===== src/rtl/xor_float_delta_encoder_top_macros.svh =====
// assertion macros for the xor float delta encoder
// used by the rtl files that carry concurrent checks; no other dependencies
`ifndef XOR_FLOAT_DELTA_ENCODER_TOP_MACROS_SVH
`define XOR_FLOAT_DELTA_ENCODER_TOP_MACROS_SVH

`ifndef SYNTH
// same-cycle implication
`define XFD_ASSERT_IMPLY(name, clk, rst, ante, cons) \
   name: assert property (@(posedge clk) disable iff (rst) (ante) |-> (cons)) \
      else $error("xfd check failed");
// next-cycle implication
`define XFD_ASSERT_NEXT(name, clk, rst, ante, cons) \
   name: assert property (@(posedge clk) disable iff (rst) (ante) |=> (cons)) \
      else $error("xfd check failed");
`else
`define XFD_ASSERT_IMPLY(name, clk, rst, ante, cons)
`define XFD_ASSERT_NEXT(name, clk, rst, ante, cons)
`endif

`endif


===== src/rtl/xfd_pkg.sv =====
// shared types, constants and bit-scan functions of the xor float delta encoder
// no dependencies; imported by every rtl module of the block
package xfd_pkg;

   localparam int VALUE_W = 64;
   localparam int CHUNK_W = 80;
   localparam int LEN_W   = 7;
   localparam int ACC_W   = 96;
   localparam int CNT_W   = 7;

   localparam logic [7:0]         HEADER_BYTE = 8'h10;
   localparam logic [VALUE_W-1:0] END_MARKER  = 64'h7FF8_0000_0000_0001;
   localparam logic [6:0]         LEAD_MASK   = 7'h1F;

   // request codes
   localparam logic REQ_ENCODE = 1'b0;
   localparam logic REQ_FINISH = 1'b1;

   // left-justified bit field handed from the front to the packer
   typedef struct packed {
      logic [CHUNK_W-1:0] bits;
      logic [LEN_W-1:0]   len;
      logic               fin;
   } chunk_type;

   // leading zero count, 64 for an all-zero word
   function automatic logic [6:0] clz64(input logic [VALUE_W-1:0] x);
      logic [6:0] n;
      n = 7'd64;
      for (int i = 0; i < VALUE_W; i++) begin
         if (x[i]) begin
            n = 7'(VALUE_W - 1 - i);
         end
      end
      return n;
   endfunction

   // trailing zero count, 64 for an all-zero word
   function automatic logic [6:0] ctz64(input logic [VALUE_W-1:0] x);
      logic [6:0] n;
      n = 7'd64;
      for (int i = VALUE_W - 1; i >= 0; i--) begin
         if (x[i]) begin
            n = 7'(i);
         end
      end
      return n;
   endfunction

endpackage


===== src/rtl/xfd_channels.sv =====
// valid/ready channel interfaces of the xor float delta encoder
// no dependencies; used by the top level, the front and the packer
interface xfd_req_if;
   logic        valid;
   logic        ready;
   logic        req_type;
   logic [63:0] sample_bits;

   modport source (output valid, output req_type, output sample_bits, input ready);
   modport sink   (input valid, input req_type, input sample_bits, output ready);
endinterface

interface xfd_rsp_if;
   logic       valid;
   logic       ready;
   logic [7:0] out_byte;
   logic       run_last;
   logic       stream_end;

   modport source (output valid, output out_byte, output run_last, output stream_end,
                   input ready);
   modport sink   (input valid, input out_byte, input run_last, input stream_end,
                   output ready);
endinterface


===== src/rtl/xfd_front.sv =====
// front end: accepts request words, scans the xor delta and builds the bit field
// depends on xfd_pkg, xfd_channels and the assertion macro header
`include "xor_float_delta_encoder_top_macros.svh"

module xfd_front (
   input  logic              clock,
   input  logic              reset,
   xfd_req_if.sink           req_ch,
   input  logic              q_full,
   output logic              q_push,
   output xfd_pkg::chunk_type q_chunk
);
   import xfd_pkg::*;

   localparam logic [LEN_W-1:0] FIRST_LEN = 7'd72;
   localparam logic [LEN_W-1:0] ZERO_LEN  = 7'd1;
   localparam logic [LEN_W-1:0] REUSE_OFS = 7'd66;
   localparam logic [LEN_W-1:0] NEW_HDR   = 7'd13;
   localparam logic [LEN_W-1:0] FULL_LEN  = 7'd64;

   logic en;
   logic accept;
   logic take;
   logic [VALUE_W-1:0] sample_sel;

   logic               prev_first_ff;
   logic               stream_done_ff;
   logic [VALUE_W-1:0] prev_value_ff;

   logic               s1_valid_ff;
   logic               s1_fin_ff;
   logic               s1_first_ff;
   logic [VALUE_W-1:0] s1_value_ff;
   logic [VALUE_W-1:0] s1_delta_ff;

   logic               s2_valid_ff;
   logic               s2_fin_ff;
   logic               s2_first_ff;
   logic               s2_zero_ff;
   logic [VALUE_W-1:0] s2_value_ff;
   logic [VALUE_W-1:0] s2_delta_ff;
   logic [4:0]         s2_lead_ff;
   logic [5:0]         s2_trail_ff;

   logic       window_valid_ff;
   logic [4:0] window_leading_ff;
   logic [5:0] window_trailing_ff;

   logic [6:0]       lead_full;
   logic [6:0]       trail_full;
   logic             reuse;
   logic             new_window;
   logic [LEN_W-1:0] mean_len;

   // the whole front moves together while the queue has room
   assign en            = !q_full;
   assign req_ch.ready  = en;
   assign accept        = req_ch.valid && en;
   assign take          = accept && !stream_done_ff;
   assign sample_sel    = (req_ch.req_type == REQ_FINISH) ? END_MARKER : req_ch.sample_bits;

   // bit scans of the registered delta
   assign lead_full  = clz64(s1_delta_ff) & LEAD_MASK;
   assign trail_full = ctz64(s1_delta_ff);

   // window choice against the stored window
   assign reuse = window_valid_ff && (s2_lead_ff > window_leading_ff)
                  && (s2_trail_ff >= window_trailing_ff);
   assign new_window = s2_valid_ff && !s2_first_ff && !s2_zero_ff && !reuse;
   assign mean_len   = FULL_LEN - {2'b00, s2_lead_ff} - {1'b0, s2_trail_ff};

   // control state
   always_ff @(posedge clock) begin
      if (reset) begin
         s1_valid_ff        <= 1'b0;
         s2_valid_ff        <= 1'b0;
         prev_value_ff      <= '0;
         prev_first_ff      <= 1'b1;
         stream_done_ff     <= 1'b0;
         window_valid_ff    <= 1'b0;
         window_leading_ff  <= '0;
         window_trailing_ff <= '0;
      end else if (en) begin
         s1_valid_ff <= take;
         s2_valid_ff <= s1_valid_ff;
         if (take) begin
            prev_value_ff  <= sample_sel;
            prev_first_ff  <= 1'b0;
            stream_done_ff <= (req_ch.req_type == REQ_FINISH);
         end
         if (new_window) begin
            window_valid_ff    <= 1'b1;
            window_leading_ff  <= s2_lead_ff;
            window_trailing_ff <= s2_trail_ff;
         end
      end
   end

   // payload stages
   always_ff @(posedge clock) begin
      if (en) begin
         s1_fin_ff   <= (req_ch.req_type == REQ_FINISH);
         s1_first_ff <= prev_first_ff;
         s1_value_ff <= sample_sel;
         s1_delta_ff <= sample_sel ^ prev_value_ff;
         s2_fin_ff   <= s1_fin_ff;
         s2_first_ff <= s1_first_ff;
         s2_zero_ff  <= (s1_delta_ff == '0);
         s2_value_ff <= s1_value_ff;
         s2_delta_ff <= s1_delta_ff;
         s2_lead_ff  <= lead_full[4:0];
         s2_trail_ff <= trail_full[5:0];
      end
   end

   // bit field, left-justified, and its length
   always_comb begin
      q_chunk.fin = s2_fin_ff;
      if (s2_first_ff) begin
         q_chunk.bits = {HEADER_BYTE, s2_value_ff, 8'h00};
         q_chunk.len  = FIRST_LEN;
      end else if (s2_zero_ff) begin
         q_chunk.bits = '0;
         q_chunk.len  = ZERO_LEN;
      end else if (reuse) begin
         q_chunk.bits = {2'b10, s2_delta_ff << window_leading_ff, 14'h0000};
         q_chunk.len  = REUSE_OFS - {2'b00, window_leading_ff} - {1'b0, window_trailing_ff};
      end else begin
         q_chunk.bits = {2'b11, s2_lead_ff, mean_len[5:0], s2_delta_ff << s2_lead_ff, 3'b000};
         q_chunk.len  = mean_len + NEW_HDR;
      end
   end

   assign q_push = s2_valid_ff && en;

   `XFD_ASSERT_NEXT(a_no_word_after_done, clock, reset, stream_done_ff && en, !s1_valid_ff)

endmodule


===== src/rtl/xfd_queue.sv =====
// short queue of bit fields between the front and the packer
// depends on xfd_pkg and the assertion macro header
`include "xor_float_delta_encoder_top_macros.svh"

module xfd_queue #(
   parameter int DEPTH = 4
) (
   input  logic               clock,
   input  logic               reset,
   input  logic               push,
   input  xfd_pkg::chunk_type push_data,
   output logic               full,
   input  logic               pop,
   output logic               not_empty,
   output xfd_pkg::chunk_type head
);
   import xfd_pkg::*;

   localparam int PTR_W  = (DEPTH > 1) ? $clog2(DEPTH) : 1;
   localparam int QCNT_W = $clog2(DEPTH + 1);
   localparam logic [PTR_W-1:0]  LAST_PTR   = PTR_W'(DEPTH - 1);
   localparam logic [QCNT_W-1:0] FULL_COUNT = QCNT_W'(DEPTH);

   chunk_type         entry_ff [DEPTH];
   logic [PTR_W-1:0]  wr_ptr_ff;
   logic [PTR_W-1:0]  rd_ptr_ff;
   logic [QCNT_W-1:0] count_ff;
   logic [QCNT_W-1:0] count_in;

   assign full      = (count_ff == FULL_COUNT);
   assign not_empty = (count_ff != '0);
   assign head      = entry_ff[rd_ptr_ff];

   // occupancy
   always_comb begin
      count_in = count_ff;
      case ({push, pop})
         2'b10:   count_in = count_ff + 1'b1;
         2'b01:   count_in = count_ff - 1'b1;
         default: count_in = count_ff;
      endcase
   end

   // pointers
   always_ff @(posedge clock) begin
      if (reset) begin
         wr_ptr_ff <= '0;
         rd_ptr_ff <= '0;
         count_ff  <= '0;
      end else begin
         count_ff <= count_in;
         if (push) begin
            wr_ptr_ff <= (wr_ptr_ff == LAST_PTR) ? '0 : wr_ptr_ff + 1'b1;
         end
         if (pop) begin
            rd_ptr_ff <= (rd_ptr_ff == LAST_PTR) ? '0 : rd_ptr_ff + 1'b1;
         end
      end
   end

   // storage
   always_ff @(posedge clock) begin
      if (push) begin
         entry_ff[wr_ptr_ff] <= push_data;
      end
   end

   `XFD_ASSERT_IMPLY(a_no_push_when_full, clock, reset, count_ff == FULL_COUNT, !push)
   `XFD_ASSERT_IMPLY(a_no_pop_when_empty, clock, reset, count_ff == '0, !pop)

endmodule


===== src/rtl/xfd_packer.sv =====
// back end: appends bit fields to the bit accumulator and sends whole bytes
// depends on xfd_pkg, xfd_channels and the assertion macro header
`include "xor_float_delta_encoder_top_macros.svh"

module xfd_packer (
   input  logic               clock,
   input  logic               reset,
   input  logic               q_valid,
   input  xfd_pkg::chunk_type q_head,
   output logic               q_pop,
   xfd_rsp_if.source          rsp_ch
);
   import xfd_pkg::*;

   localparam logic [CNT_W-1:0] BYTE_BITS = 7'd8;
   localparam logic [CNT_W-1:0] TWO_BYTES = 7'd16;
   localparam logic [CNT_W-1:0] PAD_ADD   = 7'd7;
   localparam logic [CNT_W-1:0] BYTE_MASK = 7'b111_1000;
   localparam int               FILL_W    = ACC_W - CHUNK_W;

   logic [ACC_W-1:0] acc_ff;
   logic [ACC_W-1:0] acc_in;
   logic [CNT_W-1:0] cnt_ff;
   logic [CNT_W-1:0] cnt_in;
   logic             fin_ff;
   logic             fin_in;
   logic             rsp_valid_ff;
   logic             rsp_valid_in;
   logic [7:0]       rsp_byte_ff;
   logic             rsp_last_ff;
   logic             rsp_end_ff;

   logic             out_free;
   logic             emit;
   logic             last_byte;
   logic [CNT_W-1:0] sum;
   logic [CNT_W-1:0] padded;

   assign out_free  = !rsp_valid_ff || rsp_ch.ready;
   assign emit      = (cnt_ff >= BYTE_BITS) && out_free;
   assign q_pop     = (cnt_ff < BYTE_BITS) && q_valid;
   assign last_byte = (cnt_ff < TWO_BYTES);

   // fill level after a load; a finish rounds up and adds the closing zero byte
   assign sum    = cnt_ff + q_head.len;
   assign padded = ((sum + PAD_ADD) & BYTE_MASK) + BYTE_BITS;

   // accumulator next state
   always_comb begin
      acc_in = acc_ff;
      cnt_in = cnt_ff;
      fin_in = fin_ff;
      if (q_pop) begin
         acc_in = acc_ff | ({q_head.bits, {FILL_W{1'b0}}} >> cnt_ff);
         cnt_in = q_head.fin ? padded : sum;
         fin_in = q_head.fin;
      end else if (emit) begin
         acc_in = acc_ff << BYTE_BITS;
         cnt_in = cnt_ff - BYTE_BITS;
      end
   end

   // output register handshake
   always_comb begin
      if (emit) begin
         rsp_valid_in = 1'b1;
      end else if (rsp_ch.ready) begin
         rsp_valid_in = 1'b0;
      end else begin
         rsp_valid_in = rsp_valid_ff;
      end
   end

   always_ff @(posedge clock) begin
      if (reset) begin
         acc_ff       <= '0;
         cnt_ff       <= '0;
         fin_ff       <= 1'b0;
         rsp_valid_ff <= 1'b0;
      end else begin
         acc_ff       <= acc_in;
         cnt_ff       <= cnt_in;
         fin_ff       <= fin_in;
         rsp_valid_ff <= rsp_valid_in;
      end
   end

   // output word
   always_ff @(posedge clock) begin
      if (emit) begin
         rsp_byte_ff <= acc_ff[ACC_W-1 -: 8];
         rsp_last_ff <= last_byte;
         rsp_end_ff  <= fin_ff && last_byte;
      end
   end

   assign rsp_ch.valid      = rsp_valid_ff;
   assign rsp_ch.out_byte   = rsp_byte_ff;
   assign rsp_ch.run_last   = rsp_last_ff;
   assign rsp_ch.stream_end = rsp_end_ff;

   `XFD_ASSERT_IMPLY(a_end_is_last, clock, reset, rsp_valid_ff && rsp_end_ff, rsp_last_ff)
   `XFD_ASSERT_NEXT(a_end_drains_acc, clock, reset, emit && fin_ff && last_byte, cnt_ff == '0)

endmodule


===== src/rtl/xor_float_delta_encoder_top.sv =====
// top level of the xor float delta encoder
// depends on xfd_pkg, xfd_channels, xfd_front, xfd_queue and xfd_packer
//
// usage:
//   req_ch carries one word per value: req_type 0 encodes sample_bits, req_type 1
//   finishes the stream (end marker, zero padding, one closing zero byte).
//   rsp_ch returns the compressed stream one byte per word, msb first; run_last
//   marks the last byte a request caused and stream_end the closing byte.
//   a request that completes no byte returns nothing.
// path: a request's first byte goes through the two scan stages, the queue,
//   the packer load and the output register when the packer is idle.
// packing: the packer loads a request's bit field, then sends its bytes while
//   rsp_ch.ready allows and loads the next field once fewer than eight bits remain;
//   the front takes a word every cycle while the queue has room.
// reset: synchronous; the stream restarts with the header byte on the next value.
//   after a finish, words are still accepted but dropped until reset.
// stall: a held rsp_ch.ready keeps the output byte; the queue of QUEUE_DEPTH
//   fields fills and then req_ch.ready drops.
module xor_float_delta_encoder_top #(
   parameter int QUEUE_DEPTH = 4
) (
   input  logic      clock,
   input  logic      reset,
   xfd_req_if.sink   req_ch,
   xfd_rsp_if.source rsp_ch
);
   import xfd_pkg::*;

   logic      q_full;
   logic      q_push;
   logic      q_pop;
   logic      q_valid;
   chunk_type push_chunk;
   chunk_type head_chunk;

   // classify and build bit fields
   xfd_front u_front (
      .clock   (clock),
      .reset   (reset),
      .req_ch  (req_ch),
      .q_full  (q_full),
      .q_push  (q_push),
      .q_chunk (push_chunk)
   );

   // decoupling queue
   xfd_queue #(
      .DEPTH (QUEUE_DEPTH)
   ) u_queue (
      .clock     (clock),
      .reset     (reset),
      .push      (q_push),
      .push_data (push_chunk),
      .full      (q_full),
      .pop       (q_pop),
      .not_empty (q_valid),
      .head      (head_chunk)
   );

   // byte packing and output register
   xfd_packer u_packer (
      .clock   (clock),
      .reset   (reset),
      .q_valid (q_valid),
      .q_head  (head_chunk),
      .q_pop   (q_pop),
      .rsp_ch  (rsp_ch)
   );

endmodule


===== src/flat_wrapper.sv =====
// flat-port wrapper written by rule: the top's interface ports become plain ports
module xor_float_delta_encoder_top_flat import xfd_pkg::*;
#(
   parameter int QUEUE_DEPTH = 4
)
  (clock, reset, req_ch_valid, req_ch_req_type, req_ch_sample_bits, req_ch_ready, rsp_ch_valid, rsp_ch_out_byte, rsp_ch_run_last, rsp_ch_stream_end, rsp_ch_ready);
  xfd_req_if req_ch_i ();
  xfd_rsp_if rsp_ch_i ();
  input  logic clock;
  input  logic reset;
  input wire logic [$bits(req_ch_i.valid)-1:0] req_ch_valid;
  input wire logic [$bits(req_ch_i.req_type)-1:0] req_ch_req_type;
  input wire logic [$bits(req_ch_i.sample_bits)-1:0] req_ch_sample_bits;
  output wire logic [$bits(req_ch_i.ready)-1:0] req_ch_ready;
  output wire logic [$bits(rsp_ch_i.valid)-1:0] rsp_ch_valid;
  output wire logic [$bits(rsp_ch_i.out_byte)-1:0] rsp_ch_out_byte;
  output wire logic [$bits(rsp_ch_i.run_last)-1:0] rsp_ch_run_last;
  output wire logic [$bits(rsp_ch_i.stream_end)-1:0] rsp_ch_stream_end;
  input wire logic [$bits(rsp_ch_i.ready)-1:0] rsp_ch_ready;
  assign req_ch_i.valid = req_ch_valid;
  assign req_ch_i.req_type = req_ch_req_type;
  assign req_ch_i.sample_bits = req_ch_sample_bits;
  assign req_ch_ready = req_ch_i.ready;
  assign rsp_ch_valid = rsp_ch_i.valid;
  assign rsp_ch_out_byte = rsp_ch_i.out_byte;
  assign rsp_ch_run_last = rsp_ch_i.run_last;
  assign rsp_ch_stream_end = rsp_ch_i.stream_end;
  assign rsp_ch_i.ready = rsp_ch_ready;
  xor_float_delta_encoder_top #(.QUEUE_DEPTH(QUEUE_DEPTH)) u_core (.clock(clock), .reset(reset), .req_ch(req_ch_i), .rsp_ch(rsp_ch_i));
endmodule

===== config.mk =====
export PLATFORM = sky130hd
export DESIGN_NAME = xor_float_delta_encoder_top_flat
export DESIGN_NICKNAME = d
export VERILOG_FILES = /design/src/rtl/xfd_pkg.sv /design/src/rtl/xfd_channels.sv /design/src/rtl/xfd_front.sv /design/src/rtl/xfd_queue.sv /design/src/rtl/xfd_packer.sv /design/src/rtl/xor_float_delta_encoder_top.sv /design/src/flat_wrapper.sv
export VERILOG_INCLUDE_DIRS = /design/src /design/src/rtl
export SDC_FILE = /design/constraint.sdc
export NUM_CORES = 2
export LEC_CHECK = 0
export ABC_AREA = 1
export BUFFER_PORTS_ARGS = -buffer_cell sky130_fd_sc_hd__buf_4
export CAP_MARGIN = 20
export CORE_UTILIZATION = 58
export CTS_CLUSTER_DIAMETER = 200
export DETAILED_ROUTE_END_ITERATION = 8
export PLACE_DENSITY = 0.87
export SETUP_SLACK_MARGIN = 0.05
export SLEW_MARGIN = 10
export SYNTH_ARGS = -nofsm -noshare
export SYNTH_HDL_FRONTEND = slang
export SYNTH_SLANG_ARGS = --single-unit

===== constraint.sdc =====
create_clock -name clock -period 11.5 [get_ports clock]
set_input_delay 1.725 -clock clock [delete_from_list [all_inputs] [get_ports clock]]
set_output_delay 1.725 -clock clock [all_outputs]
set_load 0.03 [all_outputs]

==> impl_metrics.yaml <==
clock_network:
  cts_resized: 0
  cts_tree: "built"
  htreeDepth: 3
  clkSinkCount: 816
  numCtsBuffers: 85
  clk_latency_ns: 0.66
  max-clock-path-buffers: 3
  post-cts-setup-buffers: 0
  root_buffer: "clkbuf_16"
  hold_buffers: 0
  cts.clk_slew.worst_paths_ns: 0.06
grt:
  grt_pass1_wl_mm: 200
  grt_pass1_vias: 36000
  antenna_found_initial: 2
  track_usage_pct: 32.6
  grt_max_degree: 127
  globalRouteOverflowTotal: 0
floorplanning:
  start_util_pct: 58.9
  core_mm2: 0.0765
  die_height_um: 281
  die_w_um: 281
  die_area_mm2: 0.0788
  pin_count: 81
  rows: 101
pwr:
  seq_power_share_pct: 31.4
  p_comb_share_pct: 48.2
  switchingPower_mw: 6.09
  power_frac_clock_pct: 20.4
  p_int_mw: 7.55
  powerDensity_mw_per_mm2: 279
  p_leak_nw: 20.5
  ir_worst_vdd_mv: 0.202
  p_sw_share_pct: 44.6
route:
  drtIter0Drc: 4876
  wl_per_cell_um: 21.2
  dr_total_vias: 38100
  ant_nets: 0
  viasPerCell: 6.18
  wirelength_mm: 131
  drc: 0
  drt_first_pass_iters: 8
sta:
  finalHoldViolCount: 0
  slew_headroom_pct: 26.8
  worst-slew-pin-transition_ns: 1.10
  setup_viol_count_final: 0
  fmax_mhz: 175
  hold_slack_ns: 0.417
  skew_ns: 0.0263
  setup_tns_ns: 0
  rsz0062_at_grt: "false"
  drv_slew: 0
  period_share_pct: 49.8
  period_minus_slack_ns: 5.72
synth:
  syn_nets: 5321
  synth_area_mm2: 0.0451
  synth_edf_count: 622
  synth.distinct_cells: 49
  syn_area_per_cell_um2: 8.66
  synthArstFlopShare_pct: 0
  synth.largest_area_cell: "edfxtp_1"
  synth_ff_type: "edfxtp_1"
  seq_area_frac_synth_pct: 50.1
  yosys.area.top_type_share_pct: 41.5
  syn_inst: 5201
  synth_top_cells_by_area: "edfxtp_1, nand2_1, dfxtp_1, o21ai_0, mux2i_1"
  ys_ff_latch: 816
  ys_warn_count: 0
layout:
  instances_no_fill: 6173
  layout-drive-gt1-share_pct: 6.77
  final-seq-area_mm2: 0.0226
  area_growth_pct: 8.61
  multi_input_area_mm2: 0.0190
  final_nets: 5191
  final_area_mm2: 0.0489
  nFillCells: 6026
place:
  io_buffers: 80
  hpwl_mm: 88.9
  globalplace.congestion: 1.02
  dpl-instance-area_mm2: 0.0461
  placedCellCount: 6014
worst_setup_path:
  crit_type: "register to register"
  worstPathArrival_ns: 6.33
  reg2regPathDepth: 17
  end_kind: "register"
  path_max_fanout: 94
  worstPathRequired_ns: 12.10
  startpoint_type: "register"
worst_hold_path:
  worstHoldPathCells: 0
  holdCritPathClass: "register to register"
run_status:
  outcome: "complete, no violations"
job:
  maxCapViolCount: 0
==> layout make-up <==
cell class,count,area share (%)
Antenna cell,1,0.00511
Clock buffer,110,4.67
Clock inverter,48,1.06
Inverter,443,4.48
Multi-Input combinational cell,3587,38.9
Sequential cell,816,46.1
Tap cell,1030,2.63
Timing Repair Buffer,138,2.12
==> routing by layer <==
layer / vias up / wire length, µm / track usage (%)
met5: - / 13 / 0
met4: 2 / 6520 / 15.3
met3: 404 / 12000 / 5.35
met2: 2137 / 61900 / 54.2
met1: 18000 / 50200 / 41.7
li1: 17600 / - / -
==> state kept, by name, summed over array words and instances, names as in the netlist, 3 cells and up, named ones only <==
| name | count |
|---|---|
| u_core.u_queue.entry_ff | 340 |
| u_core.u_packer.acc_ff | 96 |
| u_core.u_front.prev_value_ff | 64 |
| u_core.u_front.s1_delta_ff | 64 |
| u_core.u_front.s1_value_ff | 64 |
| u_core.u_front.s2_delta_ff | 64 |
| u_core.u_front.s2_value_ff | 64 |
| u_core.u_packer.rsp_ch.out_byte | 8 |
| u_core.u_packer.cnt_ff | 7 |
| u_core.u_front.s2_trail_ff | 6 |
| u_core.u_front.window_trailing_ff | 6 |
| u_core.u_front.s2_lead_ff | 5 |
| u_core.u_front.window_leading_ff | 5 |
| u_core.u_queue.count_ff | 3 |
==> kinds of logic (layout without fill, tap and decap cells) <==
group	Yosys count	count (layout)	share of synthesized area, %
and+or+nand+nor	1819	1819	15.5
AOI/OAI and AO/OA	1357	1357	17.4
DFF	816	816	50.1
buffers and inverters	798	739	7.81
muxes	279	279	6.20
xor gates and xnor gates	81	81	1.57
adders and majority gates	51	51	1.48
other	0	1	0
==> synthesized netlist by cell type, drive strengths merged (12+ instances only) <==
cell type,count
o31ai,14
a31oi,56
inv,399
edfxtp,622
nand2,1482
bufinv,38
mux2i,279
a211oi,25
nand3,42
a32o,89
a311o,12
nor3,16
ha,47
buf,85
dfxtp,194
a221oi,12
o221ai,12
xnor2,37
o211ai,30
or2,14
o22ai,21
a21oi,324
nor2,252
clkbuf,270
xor2,44
o21ai,710
==> final timing paths <==
kind / startpoint / end / slack [ns]
max: u_core.u_packer.cnt_ff[3] / u_core.u_packer.cnt_ff[5] / 5.78
min reg2reg: u_core.u_front.s1_value_ff[3] / u_core.u_front.s2_value_ff[3] / 0.42
max reg2reg: u_core.u_packer.cnt_ff[3] / u_core.u_packer.cnt_ff[5] / 5.78
min: u_core.u_front.s1_value_ff[3] / u_core.u_front.s2_value_ff[3] / 0.42
==> metrics by stage <==
step	total power [mW]	worst slack, ns	util [%]
CTS	13.4	5.92	64.0
finish	13.6	5.78	64.0
global placement	10.4	5.99	60.3
floorplan	8.70	2.48	-
global route	14.4	5.45	64.0
detailed placement	10.6	5.92	60.3
==> cells in the final DEF, fill, tap and decap left out, drive strengths merged, types with 3 or more instances in the layout <==
| cell type | count |
|---|---|
| a31oi | 56 |
| o221ai | 12 |
| nor2 | 252 |
| ha | 47 |
| bufinv | 46 |
| a22oi | 10 |
| dfxtp | 194 |
| nor3 | 16 |
| o31ai | 14 |
| a211o | 10 |
| clkbuf | 110 |
| edfxtp | 622 |
| nand2 | 1482 |
| o21ai | 710 |
| o211ai | 30 |
| clkinv | 42 |
| or2 | 14 |
| mux2i | 279 |
| inv | 401 |
| a311o | 12 |
| o22ai | 21 |
| fa | 4 |
| a221oi | 12 |
| a311oi | 6 |
| nand4 | 3 |
| a22o | 5 |
| a32o | 89 |
| o2111ai | 7 |
| xor2 | 44 |
| xnor2 | 37 |
| nand3 | 42 |
| o21a | 3 |
| nor4 | 5 |
| a21oi | 324 |
| a211oi | 25 |
| buf | 138 |
| and3 | 3 |
==> worst max-delay path, cell delays in order, from the launching register on <==
cell and delay [ns]:
dfxtp_1 0.30, buf_4 0.28, inv_2 0.10, buf_4 0.77, ha_1 0.31, inv_1 0.06, nor2_1 0.15, nand2_2 0.05
buf_4 0.42, inv_2 0.15, buf_4 0.67, nor2_1 0.15, buf_4 0.20, inv_2 0.61, buf_4 0.67, a21oi_1 0.13
or4_1 0.49, inv_1 0.06
==> power by group through the flow <==
stage / Combinational, mW / Sequential, mW / Clock, mW
2_1_floorplan: 4.51 / 4.19 / 0
3_3_place_gp: 6.15 / 4.30 / 0
3_5_place_dp: 6.31 / 4.32 / 0
4_1_cts: 6.36 / 4.26 / 2.80
5_1_grt: 7.13 / 4.32 / 2.90
6_report: 6.58 / 4.28 / 2.78
(Power assumes the default switching activity.)
